==> src/rtl/dq_pkg.sv <==
// ----------------------------------------------------------------------------
// Double-ended queue package
// Shared sizes, opcodes, status codes, beat types and index helpers.
// ----------------------------------------------------------------------------
package dq_pkg;

  localparam int DEPTH = 16;
  localparam int PTR_W = $clog2(DEPTH);
  localparam int CNT_W = $clog2(DEPTH + 1);

  localparam logic [2:0] OP_PUSH_FRONT = 3'd0;
  localparam logic [2:0] OP_PUSH_REAR  = 3'd1;
  localparam logic [2:0] OP_POP_FRONT  = 3'd2;
  localparam logic [2:0] OP_POP_REAR   = 3'd3;
  localparam logic [2:0] OP_DUMP       = 3'd4;
  localparam logic [2:0] OP_CLEAR      = 3'd5;

  localparam logic [1:0] ST_OK      = 2'd0;
  localparam logic [1:0] ST_EMPTY   = 2'd1;
  localparam logic [1:0] ST_FULL    = 2'd2;
  localparam logic [1:0] ST_INVALID = 2'd3;

  typedef struct packed {
    logic [2:0]         opcode;
    logic signed [31:0] push_value;
  } in_t;

  typedef struct packed {
    logic [1:0]         status;
    logic signed [31:0] item_value;
    logic               last_of_burst;
    logic [4:0]         occupancy;
  } out_t;

  // Fold a sum below twice the depth back into the ring.
  function automatic logic [PTR_W-1:0] wrap_pos(input logic [PTR_W:0] p);
    logic [PTR_W:0] d;
    d = p - (PTR_W + 1)'(DEPTH);
    return (p >= (PTR_W + 1)'(DEPTH)) ? d[PTR_W-1:0] : p[PTR_W-1:0];
  endfunction

  // Occupancy field carries the count masked to five bits.
  function automatic logic [4:0] occ5(input logic [CNT_W-1:0] cnt);
    logic [31:0] w;
    w = 32'(cnt);
    return w[4:0];
  endfunction

endpackage

==> src/rtl/dq_ram.sv <==
// ----------------------------------------------------------------------------
// Generic RAM
// One write port, one read port, read data registered on a read enable.
// ----------------------------------------------------------------------------
module dq_ram #(
  parameter int WIDTH = 32,
  parameter int DEPTH = 16
) (
  input  logic                     clk,
  input  logic                     we,
  input  logic [$clog2(DEPTH)-1:0] waddr,
  input  logic [WIDTH-1:0]         wdata,
  input  logic                     re,
  input  logic [$clog2(DEPTH)-1:0] raddr,
  output logic [WIDTH-1:0]         rdata
);

  logic [WIDTH-1:0] mem [DEPTH];

  always_ff @(posedge clk) begin
    if (we) begin
      mem[waddr] <= wdata;
    end
    if (re) begin
      rdata <= mem[raddr];
    end
  end

endmodule

==> src/rtl/double_ended_queue.sv <==
// ----------------------------------------------------------------------------
// Double-ended queue
// Push, pop, dump and clear on a ring of entries held in one RAM.
// Results: push, clear, invalid and empty/full reports go straight into the output
//   register; a pop first reads the RAM (S_POP), then registers the item.
// Flow: one item at a time; a dump lists each entry by a RAM read (S_DRD),
//   then loads it into the output register (S_DWAIT) once that is free.
// Reset: synchronous; empties the deque, no clearing pass over the RAM.
// ----------------------------------------------------------------------------
module double_ended_queue import dq_pkg::*; (
  input  logic clk,
  input  logic rst,
  input  logic in_valid,
  output logic in_ready,
  input  in_t  in_data,
  output logic out_valid,
  input  logic out_ready,
  output out_t out_data
);

  localparam logic [1:0] S_IDLE  = 2'd0;
  localparam logic [1:0] S_POP   = 2'd1;
  localparam logic [1:0] S_DRD   = 2'd2;
  localparam logic [1:0] S_DWAIT = 2'd3;

  logic [1:0]       state;
  logic [PTR_W-1:0] front;
  logic [CNT_W-1:0] count;
  logic [CNT_W-1:0] dump_idx;

  logic             in_fire;
  logic             out_free;
  logic             is_full;
  logic             is_empty;
  logic             is_push;
  logic             is_pop;
  logic             in_waits;
  logic             out_load;
  logic [PTR_W-1:0] front_m1;
  logic [PTR_W-1:0] rear_push;
  logic [PTR_W-1:0] rear_pop;
  logic [PTR_W-1:0] dump_pos;
  logic [PTR_W-1:0] front_p1;
  logic [CNT_W-1:0] count_p1;
  logic [CNT_W-1:0] count_m1;
  logic             dump_last;

  logic             ram_we;
  logic [PTR_W-1:0] ram_waddr;
  logic             ram_re;
  logic [PTR_W-1:0] ram_raddr;
  logic [31:0]      ram_rdata;

  always_comb begin
    out_free  = !out_valid || out_ready;
    in_ready  = (state == S_IDLE) && out_free;
    in_fire   = in_valid && in_ready;
    is_full   = (count == CNT_W'(DEPTH));
    is_empty  = (count == '0);
    is_push   = (in_data.opcode == OP_PUSH_FRONT) || (in_data.opcode == OP_PUSH_REAR);
    is_pop    = (in_data.opcode == OP_POP_FRONT) || (in_data.opcode == OP_POP_REAR);
    // pops and dumps of a non-empty deque answer only after a RAM read
    in_waits  = (is_pop || (in_data.opcode == OP_DUMP)) && !is_empty;
    out_load  = (in_fire && !in_waits) ||
                (((state == S_POP) || (state == S_DWAIT)) && out_free);
    count_p1  = count + 1'b1;
    count_m1  = count - 1'b1;
    front_m1  = (front == '0) ? PTR_W'(DEPTH - 1) : PTR_W'(front - 1'b1);
    front_p1  = wrap_pos((PTR_W + 1)'(front) + 1'b1);
    rear_push = wrap_pos((PTR_W + 1)'(front) + (PTR_W + 1)'(count));
    rear_pop  = wrap_pos((PTR_W + 1)'(front) + (PTR_W + 1)'(count_m1));
    dump_pos  = wrap_pos((PTR_W + 1)'(front) + (PTR_W + 1)'(dump_idx));
    dump_last = (dump_idx == count_m1);

    ram_we    = in_fire && is_push && !is_full;
    ram_waddr = (in_data.opcode == OP_PUSH_FRONT) ? front_m1 : rear_push;
    ram_re    = (in_fire && is_pop && !is_empty) || (state == S_DRD);
    if (state == S_DRD) begin
      ram_raddr = dump_pos;
    end else if (in_data.opcode == OP_POP_FRONT) begin
      ram_raddr = front;
    end else begin
      ram_raddr = rear_pop;
    end
  end

  dq_ram #(
    .WIDTH(32),
    .DEPTH(DEPTH)
  ) u_ram (
    .clk  (clk),
    .we   (ram_we),
    .waddr(ram_waddr),
    .wdata(in_data.push_value),
    .re   (ram_re),
    .raddr(ram_raddr),
    .rdata(ram_rdata)
  );

  always_ff @(posedge clk) begin
    if (rst) begin
      state     <= S_IDLE;
      front     <= '0;
      count     <= '0;
      dump_idx  <= '0;
      out_valid <= 1'b0;
    end else begin
      out_valid <= out_load || (out_valid && !out_ready);
      unique case (state)
        S_IDLE: begin
          if (in_fire) begin
            out_data.item_value    <= '0;
            out_data.last_of_burst <= 1'b1;
            unique case (in_data.opcode) inside
              OP_PUSH_FRONT, OP_PUSH_REAR: begin
                if (is_full) begin
                  out_data.status    <= ST_FULL;
                  out_data.occupancy <= occ5(count);
                end else begin
                  if (in_data.opcode == OP_PUSH_FRONT) begin
                    front <= front_m1;
                  end
                  count              <= count_p1;
                  out_data.status    <= ST_OK;
                  out_data.occupancy <= occ5(count_p1);
                end
              end
              OP_POP_FRONT, OP_POP_REAR: begin
                if (is_empty) begin
                  out_data.status    <= ST_EMPTY;
                  out_data.occupancy <= occ5(count);
                end else begin
                  // go to S_POP to wait for the RAM read
                  if (in_data.opcode == OP_POP_FRONT) begin
                    front <= front_p1;
                  end
                  count <= count_m1;
                  state <= S_POP;
                end
              end
              OP_DUMP: begin
                if (is_empty) begin
                  out_data.status    <= ST_EMPTY;
                  out_data.occupancy <= occ5(count);
                end else begin
                  dump_idx <= '0;
                  state    <= S_DRD;
                end
              end
              OP_CLEAR: begin
                front              <= '0;
                count              <= '0;
                out_data.status    <= ST_OK;
                out_data.occupancy <= 5'd0;
              end
              default: begin
                out_data.status    <= ST_INVALID;
                out_data.occupancy <= occ5(count);
              end
            endcase
          end
        end
        S_POP: begin
          if (out_free) begin
            out_data.status        <= ST_OK;
            out_data.item_value    <= ram_rdata;
            out_data.last_of_burst <= 1'b1;
            out_data.occupancy     <= occ5(count);
            state                  <= S_IDLE;
          end
        end
        S_DRD: begin
          state <= S_DWAIT;
        end
        S_DWAIT: begin
          // hold the read data until the output register frees up
          if (out_free) begin
            out_data.status        <= ST_OK;
            out_data.item_value    <= ram_rdata;
            out_data.last_of_burst <= dump_last;
            out_data.occupancy     <= occ5(count);
            if (dump_last) begin
              state <= S_IDLE;
            end else begin
              dump_idx <= dump_idx + 1'b1;
              state    <= S_DRD;
            end
          end
        end
        default: begin
          state <= S_IDLE;
        end
      endcase
    end
  end

endmodule

==> config.mk <==
export PLATFORM = sky130hd
export DESIGN_NAME = double_ended_queue
export DESIGN_NICKNAME = d
export VERILOG_FILES = /design/src/rtl/dq_pkg.sv /design/src/rtl/dq_ram.sv /design/src/rtl/double_ended_queue.sv
export SDC_FILE = /design/constraint.sdc
export NUM_CORES = 1
export LEC_CHECK = 0
export BUFFER_PORTS_ARGS = -buffer_cell sky130_fd_sc_hd__buf_2
export CAP_MARGIN = 30
export CORE_ASPECT_RATIO = 0.6
export CORE_MARGIN = 3
export CORE_UTILIZATION = 30
export CTS_BUF_LIST = sky130_fd_sc_hd__clkbuf_4
export DETAILED_ROUTE_END_ITERATION = 10
export PLACE_DENSITY_LB_ADDON = 0.15
export SETUP_SLACK_MARGIN = 0.4
export SLEW_MARGIN = 30
export SYNTH_ARGS = -nofsm -noshare
export SYNTH_HDL_FRONTEND = slang
export SYNTH_SLANG_ARGS = --single-unit
==> constraint.sdc <==
create_clock -name clk -period 5.8 [get_ports clk]
set_input_delay 0 -clock clk [delete_from_list [all_inputs] [get_ports clk]]
set_output_delay 0 -clock clk [all_outputs]
set_load 0.01 [all_outputs]
Word-level counts from Yosys, hierarchy flattened

Memory sizes are Yosys's and may differ from the RTL's. A register that Yosys moved wholly into a read port is not among the register bits.
Cells that the tools add are included.
W data, S select, Z words.

$lt $le $gt $ge: 4
Equal/unequal tests: 24
Bitwise gates (word level): 1
Reductions and logical operators: 39
$add $sub $neg: 12
Muxes and demuxes: 41

Operators by type and width:

| cell                  | number |
|---|---|
| $mux W40              | 3 |
| $pmux W40 S3          | 1 |
| $mux W4               | 12 |
| $mux W5               | 8 |
| $pmux W5 S3           | 2 |
| $ge A5 B5 Y1 const B  | 4 |
| $sub A4 B1 Y4 const B | 5 |
| $ne A2 B2 Y1 const B  | 9 |
| $reduce_and A6 Y1     | 3 |
| $mux W2               | 8 |
| $add A4 B5 Y5         | 3 |
| $pmux W4 S3           | 1 |
| $add A5 B1 Y5 const B | 2 |
| $logic_and A1 B1 Y1   | 10 |
| $pmux W5 S2           | 1 |
| $ne A3 B3 Y1 const B  | 3 |
| $logic_or A1 B1 Y1    | 8 |
| $pmux W2 S4           | 1 |
| $reduce_and A7 Y1     | 1 |
| $eq A3 B2 Y1 const B  | 2 |
| $eq A3 B3 Y1 const B  | 2 |
| $pmux W2 S3           | 1 |
| $reduce_bool A3 Y1    | 2 |
| $add A4 B1 Y5 const B | 1 |
| other kinds (21)      | 28 |

Register bits: 57
RAM bits: 512
Output and inout port bits: 42
Bits of input ports: 39
Logic and storage cells: 131
Memories kept: 1

Memory list:

| memory    | words | width | rd ports | clocked after Yosys merged registers in | write ports | line         | text |
|---|---|---|---|---|---|---|---|
| u_ram.mem | 16    | 32    | 1        | 1                                       | 1           | dq_ram.sv:18 | `logic [WIDTH-1:0] mem [DEPTH];` |

Depth between registers and ports, before layout

Gate-level depths: netlist (run 1).

Word-level depth: 8
Gate-level depth with buffers: 12
Depth with buffers taken out: 10

By module

From an unflattened synthesis (run 1), not the netlist that was laid out.

Cell total of the unflattened synthesis: 1172
Area, all modules: 23573.9 sq um

By module, submodules not included:

| module             | seq. area each (sq um) | area an instance (sq um) | instances | cells each |
|---|---|---|---|---|
| dq_ram             | 16335.7                | 20155.6                  | 1         | 838 |
| double_ended_queue | 1541.5                 | 3418.3                   | 1         | 334 |

Least setup slack after synthesis (run 1)

Ideal clock, no wire load.

Kind: reg-to-reg
From: register count[1]
To: register u_ram.rdata[0], read port of u_ram.mem, enable pin
Library setup time: 0.470 ns
Buffers on the path: 1
Data arrival time: 3.520 ns
Required time: 5.330 ns
Slack: 1.810 ns
Stages on the path, launching flop included: 6
Period minus slack after synthesis: 3.990 ns
Cells stage by stage: dfxtp_1 > clkbuf_1 > inv_1 > ha_1 > nor4b_1 > o31ai_1

Elaborated cells between the ends (all ways): 11
Classes of those cells: 3 x add/sub; 1 x order compare; 3 x mux; 4 x reduce/logical

RTL lines:

| what                   | line                      | text |
|---|---|---|
| start, declared        | double_ended_queue.sv:28  | `logic [CNT_W-1:0] count;` |
| start signal, assigned | double_ended_queue.sv:123 | `count <= count_p1;` |
| start signal, assigned | double_ended_queue.sv:137 | `count <= count_m1;` |
| $logic_not A5 Y1       | double_ended_queue.sv:59  | `is_empty = (count == '0);` |
| $logic_not A1 Y1       | double_ended_queue.sv:77  | `ram_re = (in_fire && is_pop && !is_empty) \|\| (state == S_DRD);` |
| $logic_and A1 B1 Y1    | double_ended_queue.sv:77  |  |
| $logic_or A1 B1 Y1     | double_ended_queue.sv:77  |  |
| named net ram_re       | double_ended_queue.sv:50  | `logic ram_re;` |
| end, declared          | dq_ram.sv:15              | `output logic [WIDTH-1:0] rdata` |

The timed path passes the listed nets, and every way through them passes these cells.
A chain may end at the register's enable or synchronous reset.

Worst setup path after layout (run 1)

From: register count[0]
To: register u_ram.rdata[16], read port of u_ram.mem (data pin)

Word-level cells in the longest chain between the ends: 6
Elaborated cells between the ends (all ways): 11
Classes of those cells: 3 x add/sub; 1 x order compare; 3 x mux; 4 x reduce/logical

Ends and longest elaborated chain:

| what                                          | line                       | text |
|---|---|---|
| $sub A5 B1 Y5                                 | double_ended_queue.sv:67   | `count_m1 = count - 1'b1;` |
| $add A4 B5 Y5                                 | double_ended_queue.sv:71   | `rear_pop = wrap_pos((PTR_W + 1)'(front) + (PTR_W + 1)'(count_m1));` |
| $sub A4 B1 Y4 or $ge A5 B5 Y1 (tied branches) | dq_pkg.sv:38, dq_pkg.sv:39 |  |
| $mux W4                                       | dq_pkg.sv:39               | `return (p >= (PTR_W + 1)'(DEPTH)) ? d[PTR_W-1:0] : p[PTR_W-1:0];` |
| $mux W4                                       | double_ended_queue.sv:80   | `end else if (in_data.opcode == OP_POP_FRONT) begin` |
| $mux W4                                       | double_ended_queue.sv:78   | `if (state == S_DRD) begin` |

Parallel ways exist; a longest one is shown, timed or not.

==> results of run 1 <==
sequential cells by signal, indices dropped and copies added (netlist names):
register and cells:
u_ram.mem 512, out_data 40, u_ram.rdata 32, count 5
dump_idx 5, front 4, state 2, out_valid 1
kinds of logic (layout without fill, tap and decap cells):
family	after synthesis	in the layout
DFF	601	601
AOI/OAI and AO/OA	408	408
and+or+nand+nor	347	347
buffers and inverters	146	477
muxes	102	102
adders and majority gates	18	18
xor gates and xnor gates	18	18
other	0	7
worst max-delay path: stages (launching register included):
cell	delay (ns)
dfxtp_1	0.31
buf_4	0.18
inv_1	0.10
ha_1	0.38
inv_1	0.10
o211ai_1	0.41
buf_12	0.59
a21oi_1	0.33
o21a_1	0.37
a2111oi_0	0.51
mux2_2	0.26
layout make-up:
class	instances	area, um^2	area share [%]
well taps	1079	1350	4.57
repair buffers	225	1880	6.36
diodes	7	17.5	0.0593
clock buffers	211	1580	5.37
multi-input cells	893	6540	22.2
flip-flops and latches	601	17900	60.6
clock inverters	26	221	0.750
inverters	15	56.3	0.191
metrics by stage:
stage	power [mW]	setup slack (ns)	instances
global placement	7.09	1.70	2723
detailed placement	7.12	1.71	2726
floorplan	6.35	1.81	1640
CTS	10.8	1.69	3048
global route	11.2	1.63	3057
finish	10.7	1.75	3057
what timing repair did:
item | 4_1_cts | 5_1_grt
hold buffers | 85 | 0
gates resized for setup | 0 | 0
endpoints found under the hold margin | 608 | 0
report_power, final:
group,switching (mW),internal [mW],total [mW]
clock network,1.74,1.83,3.57
registers,0.0333,4.90,4.94
logic,1.34,0.811,2.15
total,3.11,7.54,10.7
worst max path at each step:
stage,start,end,slack [ns],cells past startpoint
final,count[0],u_ram.rdata[16],1.75,10
after global routing,count[0],u_ram.rdata[13],1.63,13
after CTS,count[0],u_ram.rdata[13],1.69,12
after global placement,count[0],u_ram.rdata[13],1.70,11
after floorplan,count[1],u_ram.rdata[0],1.81,5
after detailed placement,count[0],u_ram.rdata[12],1.71,11
cells in the mapped netlist (all sizes together), types with 4 or more instances:
library cell,count,share of area (%)
edfxtp,584,70
a211oi,135,4.2
and3,128,3.2
a21oi,90,1.9
clkbuf,78,1.2
nor3,77,1.6
mux2i,68,2.7
o21a,65,2.0
a2111oi,62,2.2
buf,53,1.3
nor2,40,0.60
mux2,34,1.5
and2,32,0.80
nand2,28,0.42
o21ai,18,0.36
dfxtp,17,1.4
ha,15,0.75
inv,15,0.23
xnor2,11,0.39
nand2b,9,0.23
nand3,7,0.14
xor2,7,0.25
nor2b,6,0.15
a21o,5,0.15
nor4,5,0.13
a41oi,4,0.14
routing by layer:
layer	track usage [%]	share of wire, %	up-vias	wire length (um)
met3	4.21	5.4	128	4170
met4	5.50	1.8	0	1430
met5	0	0	-	0
met2	26.2	44	464	33800
met1	26.6	49	8100	38100
li1	-	-	7115	-
==> results.ini, run 1 <==
[outcome]
status=completed

[cells_and_area]
fillCellCount=7893
final_cell_mix=584 x edfxtp_1, 211 x clkbuf_4, 133 x a211oi_1, 128 x and3_1, 89 x a21oi_1
fin_nets=1943
area_delta_synth_final_pct=18.5
layout-drive-gt1-share_pct=21.9
fin_util_pct=36.1
fin_area_um2=29500
final_common_cell=edfxtp_1

[yosys]
avgSynthCellArea_um2=15.2
synthSimpleGateAreaFrac_pct=7.75
synth-edff-count=584
synth_ff_type=edfxtp_1
syn_area_um2=24900
synth_cell_types=63
synth_top_family_by_area=compound AO/OA/AOI/OAI gates
synth_compound_area_share_pct=11.9
synth-xor-area-share_pct=0.633
postSynthNetCount=1697
synthArstFlopShare_pct=0
yosys_register_bits=601
ys_seq_area_share_pct=71.8
synthAdderAreaFrac_pct=0.995
ys_warn_count=0
synthMuxAreaShare_pct=4.27
syn_inst=1640

[sta]
setup_tns_ns=0
fin_skew_ns=0.0600
worstMarginPinSlew_ns=1.14
hold_ws_ns=0.177
slew_viol_final=0
final_hold_viol_count=0
max_slew_margin_pct=23.8
rsz0062_at_grt=no
min_period_ns=4.05
setup_violations=0
fmax_mhz=247
period_share_pct=69.8

[cts]
postCtsSetupBuffers=0
h-tree-depth=4
path_clk_slew_ns=0.07
numCtsBuffers=150
clock_latency_ns=1.01
root_buffer=clkbuf_4
clock_sinks=601
clk_path_buf_depth=3
tritoncts=done

[critical_path]
start_kind=flop
crit_type=reg -> reg
r2r_slack_ns=1.75
r2r_cells=10
crit_required_ns=6.64
rr_endpoint=u_ram.rdata[16]
critPathMaxFanout=192
cp-end-kind=flop
r2r-start=count[0]
arrival_ns=4.89

[die]
die_w_um=378
start_util_pct=30.4
num_rows=81
pin_count=81
dieArea_um2=86600
coreArea_um2=81900
die_h_um=229

[power]
vdd_ir_drop_max_mv=0.161
p_leak_nw=9.84
power.density_nw_per_um2=361

[detailed_routing]
wl_um=77500
routed_via_density=5.17
antenna_left=0
firstDrtPassIters=5
drc=0
drtIter0Drc=1367
wl_per_cell_um=25.3
vias=15800

[grt]
grt_antenna_before_repair=4
grt_pass1_vias=16300
grt_pass1_wl_um=114000
grtUsageTotal_pct=18.0
grt_overflow=0
grt_max_degree=193

[min_path]
whs_path_depth=5
worst_hold_path.endpoint=state[1]
hp-start=in_valid
hp-class=in -> reg

[placement]
io_buffers=80
placed_area_um2=26800
hpwl_um=40000
place_congestion=0.786

[job]
max_cap_viol_count=0

(Power assumes the default switching activity.)
==> run 2, diff against run 1 <==
==> constraint.sdc (replaced) <==
create_clock -name clk -period 3.27 [get_ports clk]
set_input_delay 0 -clock clk [delete_from_list [all_inputs] [get_ports clk]]
set_output_delay 0 -clock clk [all_outputs]
set_load 0.01 [all_outputs]
==> run 2 against run 1 <==
  * Combinational power grew to 2.7 times the previous value
  * Design area is 6.7% higher
  * Clock skew is 0.0047 ns lower
  * Core utilization is 2.4 points higher
  * Worst hold slack worse by 0.029 ns
  * Largest power group unchanged
==> results.ini, run 2 (synthesized netlist as in run 1, its figures left out) <==
[cts]
h-tree-depth=4
clock_sinks=601
numCtsBuffers=150
path_clk_slew_ns=0.07
tritoncts=done
root_buffer=clkbuf_4
clock_latency_ns=1.02
clk_path_buf_depth=3

[detailed_routing]
wl_per_cell_um=26.1
vias=16400
firstDrtPassIters=5
wl_um=82000
antenna_left=0
drtIter0Drc=1588
routed_via_density=5.21
drc=0

[min_path]
whs_path_depth=4
hp-class=in -> reg

[critical_path]
start_kind=flop
cp_num_cells=13
critPathMaxFanout=5
worstPathCellList=inv_2, ha_4, fa_2, xnor2_4, mux2_4, a211oi_4, buf_6, buf_12, buf_16, o21a_1, a2111oi_2, buf_4, mux2_2
cp-end-kind=flop
worst-path-buf-inv=5
crit_type=reg -> reg
critPathMaxStageDelay_ns=0.40
r2r_cells=13
cp_top_family=adder cells
cpMaxStageDelayCell=fa_2
crit_required_ns=4.01
arrival_ns=3.77

[grt]
grt_overflow=0
grt_antenna_before_repair=3
grtUsageTotal_pct=18.6
grt_max_degree=58
grt_pass1_vias=16200
grt_pass1_wl_um=116000

[power]
power.density_nw_per_um2=666
p_leak_nw=10.8
power.total_mw=21.0
vdd_ir_drop_max_mv=0.376

[cells_and_area]
fin_util_pct=38.5
fin_nets=2026
area_delta_synth_final_pct=26.4
final_common_cell=edfxtp_1
largestRegisters=u_ram.mem x512, out_data x40, u_ram.rdata x32
largest_register_ff_count=512
fin_area_um2=31500
final_cell_mix=584 x edfxtp_1, 217 x clkbuf_4, 128 x and3_1, 118 x a211oi_1, 88 x a21oi_1
finalNonFillerCells=3148
top_register=u_ram.mem
layout-drive-gt1-share_pct=29.0

[die]
num_rows=81
die_w_um=378
start_util_pct=30.4
dieArea_um2=86600
pin_count=81
coreArea_um2=81900
die_h_um=229

[sta]
min_period_ns=3.02
final_hold_viol_count=0
setup_tns_ns=0
period_share_pct=92.4
setup_violations=0
worstMarginPinSlew_ns=0.786
rsz0062_at_grt=yes
slew_viol_final=0
fmax_mhz=331
max_slew_margin_pct=47.4
fin_skew_ns=0.0553

[placement]
io_buffers=80
place_congestion=0.754
hpwl_um=40100
placed_area_um2=27400
placed_cells=2769

[job]
max_cap_viol_count=0

[outcome]
status=completed

## run 2: cell types whose count changed in the layout (fill, tap and decap cells not counted), moves of 6 or more
cell,previous run,this run
mux2_4,0,23
buf_4,48,71
buf_12,7,40
mux2_2,34,11
a211oi_2,0,14
a211oi_1,133,118
clkbuf_4,211,217
a2111oi_2,0,26
a2111oi_1,0,25
buf_16,4,13
buf_6,0,14
a2111oi_0,62,10
## run 2: final cells by class
type                            count  area, um^2
Antenna cell                        6        15.0
Clock buffer                      217        1630
Clock inverter                     29         198
Fill cell                        7759       50400
Inverter                           15        58.8
Multi-Input combinational cell    893        7100
Sequential cell                   601       17900
Tap cell                         1079        1350
Timing Repair Buffer              308        3260
## run 2: worst min-delay path, delay by kind of cell
| family | cells | cell delay [ns] |
|---|---|---|
| AOI/OAI and AO/OA | 1 | 0.16 |
| buffers and inverters | 3 | 0.89 |
## run 2: report_power, final
group	switching (mW)	internal (mW)	total (mW)
Clock	3.13	3.25	6.38
Sequential	0.0505	8.69	8.74
Combinational	3.09	2.75	5.84
Total	6.27	14.7	21.0
## run 2: routing by layer
metal	routed length (um)	vias up	GRT usage, %
met5	0	-	0
met4	1840	0	6.10
met3	5450	129	4.02
met2	34400	591	25.9
met1	40300	8352	28.3
li1	-	7317	-
## run 2: worst paths after layout
path                                      start              to  slack (ns)
worst max-delay path                   count[1]  u_ram.rdata[6]        0.25
worst min register to register  u_ram.rdata[20]    out_data[26]        0.53
worst min-delay path                in_data[34]     out_data[4]        0.15
worst max register to register         count[1]  u_ram.rdata[6]        0.25
## run 2: timing repair
item / CTS / global route
setup buffers: 21 / 12
hold buffers: 81 / 0
hold endpoints to repair: 612 / 0
pin swaps: 28 / 37
setup endpoints to repair: 54 / 172
resized for setup: 94 / 107
gates cloned: 10 / 3
## run 2: through the flow
stage | hold WS, ns | setup slack (ns)
2_1_floorplan | 0.0989 | -0.196
3_3_place_gp | 0.317 | -0.162
3_5_place_dp | 0.333 | -0.0730
4_1_cts | 0.0329 | 0.251
5_1_grt | 0.130 | 0.153
6_report | 0.148 | 0.247
